[src/rtl/core/imufpp_pkg.sv]
// ----------------------------------------------------------------------------
// imufpp_pkg
// Shared constants and types for the IMU frame pair parser.
// ----------------------------------------------------------------------------
`default_nettype none

package imufpp_pkg;

  localparam logic [7:0] SyncByte  = 8'h55;
  localparam logic [7:0] TypeRate  = 8'h52;
  localparam logic [7:0] TypeAccel = 8'h51;

  localparam int unsigned SumLen   = 10;
  localparam int unsigned FrameLen = 11;
  localparam int unsigned PosW     = 4;
  localparam int unsigned NumWords = 3;
  localparam int unsigned NumBytes = 2 * NumWords;

  localparam logic [PosW-1:0] PosHunt      = PosW'(0);
  localparam logic [PosW-1:0] PosType      = PosW'(1);
  localparam logic [PosW-1:0] PosData0     = PosW'(2);
  localparam logic [PosW-1:0] PosLastData  = PosW'(PosData0 + NumBytes - 1);
  localparam logic [PosW-1:0] PosChecksum  = PosW'(SumLen);
  localparam logic [PosW-1:0] PosFrameLen  = PosW'(FrameLen);

  typedef struct packed {
    logic signed [15:0] rate_x;
    logic signed [15:0] rate_y;
    logic signed [15:0] rate_z;
    logic signed [15:0] accel_x;
    logic signed [15:0] accel_y;
    logic signed [15:0] accel_z;
  } imufpp_result_t;

endpackage

`default_nettype wire

[src/rtl/core/imu_frame_pair_parser.sv]
// ----------------------------------------------------------------------------
// imu_frame_pair_parser
// Streaming parser that pairs a rate frame with the next acceleration frame.
// ----------------------------------------------------------------------------
// Usage:
//   Input channel (in_valid_i / in_ready_o / rx_byte_i) carries one received
//   serial byte per beat. Output channel (out_valid_o / out_ready_i) carries
//   one result of six signed 16-bit words: the held rate words and the words
//   of the acceleration frame that completes the pair.
//   A beat lands in an input register and is parsed from there, and any result
//   it makes is loaded into the output register, which drives out_valid_o.
//   Throughput is one byte per cycle; the input register and the output
//   register keep both sides moving, so in_ready_o only drops while a result
//   waits untaken in the output register and the byte behind it would make another.
//   When the receiver stalls, the result holds steady until taken.
//   Reset clears the frame position, checksum and pair phase: the block hunts
//   for sync and awaits a rate frame. Bytes other than sync are dropped while
//   hunting.
// ----------------------------------------------------------------------------
`default_nettype none

module imu_frame_pair_parser (
  input  wire logic               clk_i,
  input  wire logic               rst_ni,
  input  wire logic               in_valid_i,
  output logic                    in_ready_o,
  input  wire logic [7:0]         rx_byte_i,
  output logic                    out_valid_o,
  input  wire logic               out_ready_i,
  output logic signed [15:0]      rate_x_o,
  output logic signed [15:0]      rate_y_o,
  output logic signed [15:0]      rate_z_o,
  output logic signed [15:0]      accel_x_o,
  output logic signed [15:0]      accel_y_o,
  output logic signed [15:0]      accel_z_o
);
  import imufpp_pkg::*;

  logic           in_valid_q;
  logic [7:0]     byte_q;
  logic           advance;
  logic           res_valid;
  imufpp_result_t res;
  logic           out_valid_q;
  imufpp_result_t out_q;

  // hold the byte only when it makes a result and the output slot is full and not being taken
  assign advance    = in_valid_q && (!res_valid || !out_valid_q || out_ready_i);
  assign in_ready_o = !in_valid_q || advance;

  always_ff @(posedge clk_i or negedge rst_ni) begin
    if (!rst_ni) begin
      in_valid_q <= 1'b0;
    end else if (in_ready_o) begin
      in_valid_q <= in_valid_i;
    end
  end

  always_ff @(posedge clk_i) begin
    if (in_ready_o && in_valid_i) begin
      byte_q <= rx_byte_i;
    end
  end

  imufpp_parser u_parser (
    .clk_i      (clk_i),
    .rst_ni     (rst_ni),
    .step_i     (advance),
    .byte_i     (byte_q),
    .res_valid_o(res_valid),
    .res_o      (res)
  );

  always_ff @(posedge clk_i or negedge rst_ni) begin
    if (!rst_ni) begin
      out_valid_q <= 1'b0;
    end else if (advance && res_valid) begin
      out_valid_q <= 1'b1;
    end else if (out_ready_i) begin
      out_valid_q <= 1'b0;
    end
  end

  always_ff @(posedge clk_i) begin
    if (advance && res_valid) begin
      out_q <= res;
    end
  end

  assign out_valid_o = out_valid_q;
  assign rate_x_o    = out_q.rate_x;
  assign rate_y_o    = out_q.rate_y;
  assign rate_z_o    = out_q.rate_z;
  assign accel_x_o   = out_q.accel_x;
  assign accel_y_o   = out_q.accel_y;
  assign accel_z_o   = out_q.accel_z;

endmodule

`default_nettype wire

[src/rtl/core/imufpp_parser.sv]
// ----------------------------------------------------------------------------
// imufpp_parser
// Per-beat frame tracker: sync hunt, checksum, rate hold and pair output.
// ----------------------------------------------------------------------------
`default_nettype none

module imufpp_parser (
  input  wire logic                        clk_i,
  input  wire logic                        rst_ni,
  input  wire logic                        step_i,
  input  wire logic [7:0]                  byte_i,
  output logic                             res_valid_o,
  output imufpp_pkg::imufpp_result_t       res_o
);
  import imufpp_pkg::*;

  localparam int unsigned IdxW = $clog2(NumBytes);

  logic [PosW-1:0] pos_q, pos_d;
  logic [7:0]      sum_q, sum_d;
  logic            phase_q, phase_d;
  logic [7:0]      pay_q   [NumBytes];
  logic [15:0]     rates_q [NumWords];

  logic [7:0]      want_type;
  logic [IdxW-1:0] pay_idx;
  logic            pay_we;
  logic            frame_ok;
  logic            hunting;

  assign want_type = phase_q ? TypeAccel : TypeRate;
  assign hunting   = (pos_q == PosHunt) || (pos_q >= PosFrameLen);
  assign pay_idx   = IdxW'(pos_q - PosData0);
  assign pay_we    = !hunting && (pos_q >= PosData0) && (pos_q <= PosLastData);
  assign frame_ok  = (pos_q == PosChecksum) && (byte_i == sum_q);

  always_comb begin
    pos_d   = pos_q;
    sum_d   = sum_q;
    phase_d = phase_q;
    if (hunting || (pos_q == PosType && byte_i != want_type) ||
        (pos_q == PosChecksum && byte_i != sum_q)) begin
      // drop the frame; a sync byte starts a new one right away
      if (byte_i == SyncByte) begin
        pos_d = PosType;
        sum_d = byte_i;
      end else begin
        pos_d = PosHunt;
        sum_d = 8'h00;
      end
    end else if (pos_q == PosChecksum) begin
      pos_d   = PosHunt;
      sum_d   = 8'h00;
      phase_d = !phase_q;
    end else begin
      pos_d = pos_q + PosW'(1);
      sum_d = sum_q + byte_i;
    end
  end

  always_ff @(posedge clk_i or negedge rst_ni) begin
    if (!rst_ni) begin
      pos_q   <= PosHunt;
      sum_q   <= 8'h00;
      phase_q <= 1'b0;
    end else if (step_i) begin
      pos_q   <= pos_d;
      sum_q   <= sum_d;
      phase_q <= phase_d;
    end
  end

  always_ff @(posedge clk_i) begin
    if (step_i && pay_we) begin
      pay_q[pay_idx] <= byte_i;
    end
    if (step_i && frame_ok && !phase_q) begin
      for (int k = 0; k < NumWords; k++) begin
        rates_q[k] <= {pay_q[2*k+1], pay_q[2*k]};
      end
    end
  end

  assign res_valid_o   = frame_ok && phase_q;
  assign res_o.rate_x  = rates_q[0];
  assign res_o.rate_y  = rates_q[1];
  assign res_o.rate_z  = rates_q[2];
  assign res_o.accel_x = {pay_q[1], pay_q[0]};
  assign res_o.accel_y = {pay_q[3], pay_q[2]};
  assign res_o.accel_z = {pay_q[5], pay_q[4]};

endmodule

`default_nettype wire

[config.mk]
export PLATFORM = sky130hd
export DESIGN_NAME = imu_frame_pair_parser
export DESIGN_NICKNAME = d
export VERILOG_FILES = /design/src/rtl/core/imufpp_pkg.sv /design/src/rtl/core/imu_frame_pair_parser.sv /design/src/rtl/core/imufpp_parser.sv
export SDC_FILE = /design/constraint.sdc
export NUM_CORES = 1
export LEC_CHECK = 0
export BUFFER_PORTS_ARGS = -buffer_cell sky130_fd_sc_hd__buf_2
export CORE_AREA = 10 10 145 147
export DETAILED_ROUTE_END_ITERATION = 12
export DIE_AREA = 0 0 155 157
export GPL_TIMING_DRIVEN = 0
export SETUP_SLACK_MARGIN = 0.05
export SYNTH_ARGS = -nofsm -noshare
export SYNTH_HDL_FRONTEND = slang
export SYNTH_SLANG_ARGS = --single-unit
export TNS_END_PERCENT = 10
[constraint.sdc]
create_clock -name clk_i -period 18.67 [get_ports clk_i]
set_clock_uncertainty 0.05 [all_clocks]
set_input_delay 4.6675 -clock clk_i [delete_from_list [all_inputs] [get_ports clk_i]]
set_output_delay 4.6675 -clock clk_i [all_outputs]
set_load 0.02 [all_outputs]
==> results.yml <==
grt:
  grt_antenna_before_repair: 0
  grtUsageTotal: 0.1062
  global_route.peak_usage_layer: "met2"
  grt_use_met3: 0.04067
  met2_usage_in_global_routing: 0.1694
  grt_pass1_vias: 3572
  grt_use_met1: 0.1309
  maximum_number_of_pins_on_one_net_before_global_route_repair: 49
  grt_first_pass_wirelength_um: 20220
  grt.overflow.total: 0
clock_tree:
  cts.clk_slew.worst_paths_ns: 0.06
  tritoncts.num_buffers: 22
  tritoncts: "done"
  cts.sinks: 215
  post-cts-setup-buffers: 0
  postCtsHoldBufs: 0
  clock_latency_ns: 0.49
  clock_tree.buffer_depth: 3
  ctsHtreeMaxLevel: 1
  cts_root_buffer: "clkbuf_16"
  post_cts.resized_instances: 0
timing:
  final.setup.tns_ns: 0
  finalSetupViolations: 0
  period_needed_ns: 10.06
  min_period_over_period: 0.5390
  clock.fmax_mhz: 99.37
  slew_headroom: 0.2186
  tightest_slew_ns: 1.163
  hold_viol: 0
  rsz0062_at_grt: "false"
  maxSlewViolCount: 0
job:
  cap_viol_max_count: 0
synth:
  sequential_fraction_of_the_synthesis_area: 0.8907
  synth-edff-count: 200
  syn_avg_cell_area_um2: 22.32
  post_synthesis_net_count: 341
  async_reset_ff_frac: 0.06977
  yosys_most_used_dff: "edfxtp_1"
  synth_largest_area_cell: "edfxtp_1"
  yosys_register_bits: 215
  synthesis_warning_total: 0
  post_synth_instance_area_um2: 7164
  yosys.cell_types.count: 45
  synthDominantCellAreaShare: 0.8383
  synth.top_cells.by_area: "edfxtp_1, dfrtp_1, ha_1, xnor2_1, nor2_1"
  netlist_instances: 321
worst_setup_path:
  worstSetupPathType: "in -> out"
  endpoint_class_of_the_critical_path: "primary output"
  crit_buf_inv: 2
  start_kind: "input port"
  critPathTopFamily: "simple AND/OR/NAND/NOR gates"
  cp_common_cell: "buf_2"
  rrSetupSlack_ns: 15.28
  critical-path-max-stage-delay_ns: 0.20
  crit_slowest_cell: "buf_2"
  worst-endpoint-required_ns: 13.95
  crit_fanout: 3
  cp_data_arrival_time_ns: 5.35
  crit_path_cell_trace: "buf_2 > nor2_1 > nand3_1 > buf_2"
place:
  dp_hpwl_um: 8849
  place.port_buffers: 109
  place_congestion: 0.7760
floorplan:
  die-width_um: 155
  core-area_um2: 18330
  die-height_um: 157
  dieArea_um2: 24340
  rows: 50
  io_pins: 110
  effective_utilization_at_floorplan: 0.3909
min_path:
  hold_path.class: "reg -> reg"
routing:
  drt_first_pass_iters: 4
  route.final.wire_length_um: 13000
  vias_per_cell: 4.606
  drc_errors: 0
  drtIter0Drc: 139
  drtAntennaViolNets: 0
  num_vias: 3289
  detail_route.wl_per_cell_um: 18.21
power_and_ir_drop:
  vdd_drop_max_v: 0.00005762
  pwr_density_cell_nw_per_um2: 125.5
  p_leak_uw: 0.003176
cells_and_area:
  fin_nets: 484
  antenna_cells: 0
  layout.core_utilization: 0.4820
  post_route_cells_drive_above_1_share: 0.3729
  areaGrowthSynthToFinish_pct: 23.31
outcome:
  outcome: "finished, final reports clean"
[per-layer routing]
| metal | wire, µm | vias to the layer above | part of all wire |
|---|---|---|---|
| li1 | - | 1556 | - |
| met1 | 5413 | 1604 | 0.42 |
| met2 | 6043 | 113 | 0.46 |
| met3 | 1335 | 16 | 0.10 |
| met4 | 210 | 0 | 0.016 |
| met5 | 0 | - | 0 |
[cell usage after synthesis, types with 2 or more instances]
| cell | count |
|---|---|
| nor2b_1 | 2 |
| nor3_1 | 4 |
| nor2_1 | 13 |
| edfxtp_1 | 200 |
| o21ai_0 | 3 |
| o31ai_1 | 2 |
| a21oi_1 | 6 |
| a22o_2 | 4 |
| ha_1 | 7 |
| a31oi_1 | 2 |
| nand3_1 | 2 |
| and3_1 | 2 |
| nand2_1 | 9 |
| a21o_1 | 5 |
| xnor2_1 | 6 |
| nor4_1 | 2 |
| and4bb_2 | 2 |
| dfrtp_1 | 15 |
| inv_1 | 6 |
| a21oi_2 | 4 |
[metrics by stage]
step                instance area [µm²]  hold WS, ns  total power (µW)  setup WS (ns)  std cells
finish                             8835       0.3646              1108          8.606        714
floorplan                          7164       0.3503             676.2          6.553        321
global route                       8835       0.3721              1159          8.524        714
detailed placement                 8137       0.3545             708.3          8.621        674
global placement                   8003       0.3519             701.6          3.719        664
CTS                                8831       0.3665              1121          8.612        714
[registers in the layout, summed over array words and instances (netlist names), 4 cells and up]
name              cells
rate_y_o             16
accel_x_o            16
u_parser.rates_q     48
u_parser.pay_q       48
u_parser.pos_q        4
byte_q                8
rate_x_o             16
accel_z_o            16
rate_z_o             16
accel_y_o            16
u_parser.sum_q        8
[power breakdown]
group / switching (µW) / total (µW) / internal [µW] / leakage (µW)
clock: 170 / 411 / 240 / 0.000339
combinational: 64.7 / 116 / 50.8 / 0.000845
sequential: 22.8 / 582 / 559 / 0.00199
total: 258 / 1110 / 851 / 0.00318
[path summary, 6_finish.rpt]
kind,startpoint,to,cells past startpoint
worst max-delay path,out_ready_i,in_ready_o,4
worst min-delay path,u_parser.rates_q[0][22],rate_y_o[6],0
worst max register to register,byte_q[2],accel_x_o[1],7
worst min register to register,u_parser.rates_q[0][22],rate_y_o[6],0
max in group asynchronous,rst_ni,u_parser.pos_q[2],1
min in group asynchronous,rst_ni,u_parser.sum_q[5],1
[final cells by class]
class / count / area, µm²
buffer: 2 / 16.27
clock buffer: 26 / 586.8
clock inverter: 14 / 107.6
fill: 1511 / 9495
inverter: 6 / 22.52
multi-input combinational: 98 / 765.7
sequential: 215 / 6381
tap: 234 / 292.8
timing repair buffer: 119 / 661.9
[cells by family (layout without fill, tap and decap cells)]
family / count (synthesis) / in the layout / share of synthesized area
buf+inv: 8 / 167 / 0.005413
simple gates: 49 / 49 / 0.03982
compound gates: 34 / 34 / 0.04052
xor+xnor: 7 / 7 / 0.008558
fa+ha+maj: 8 / 8 / 0.01502
flops: 215 / 215 / 0.8907
[cells in the final DEF (no fill, tap or decap), drive strengths merged, types with 2 or more instances in the layout]
master and instances:
o31ai 2, a21oi 10, a21o 5, clkbuf 26, xnor2 6, buf 121, nor2b 2, o41ai 2
clkinvlp 2, edfxtp 200, a22o 4, and2 2, nor2 14, nor4 3, and3 2, dfrtp 15
ha 7, clkinv 9, nor3 5, and4bb 2, nand3 3, a31oi 2, inv 8, o21ai 3
nand2 9
(Power assumes the default switching activity.)
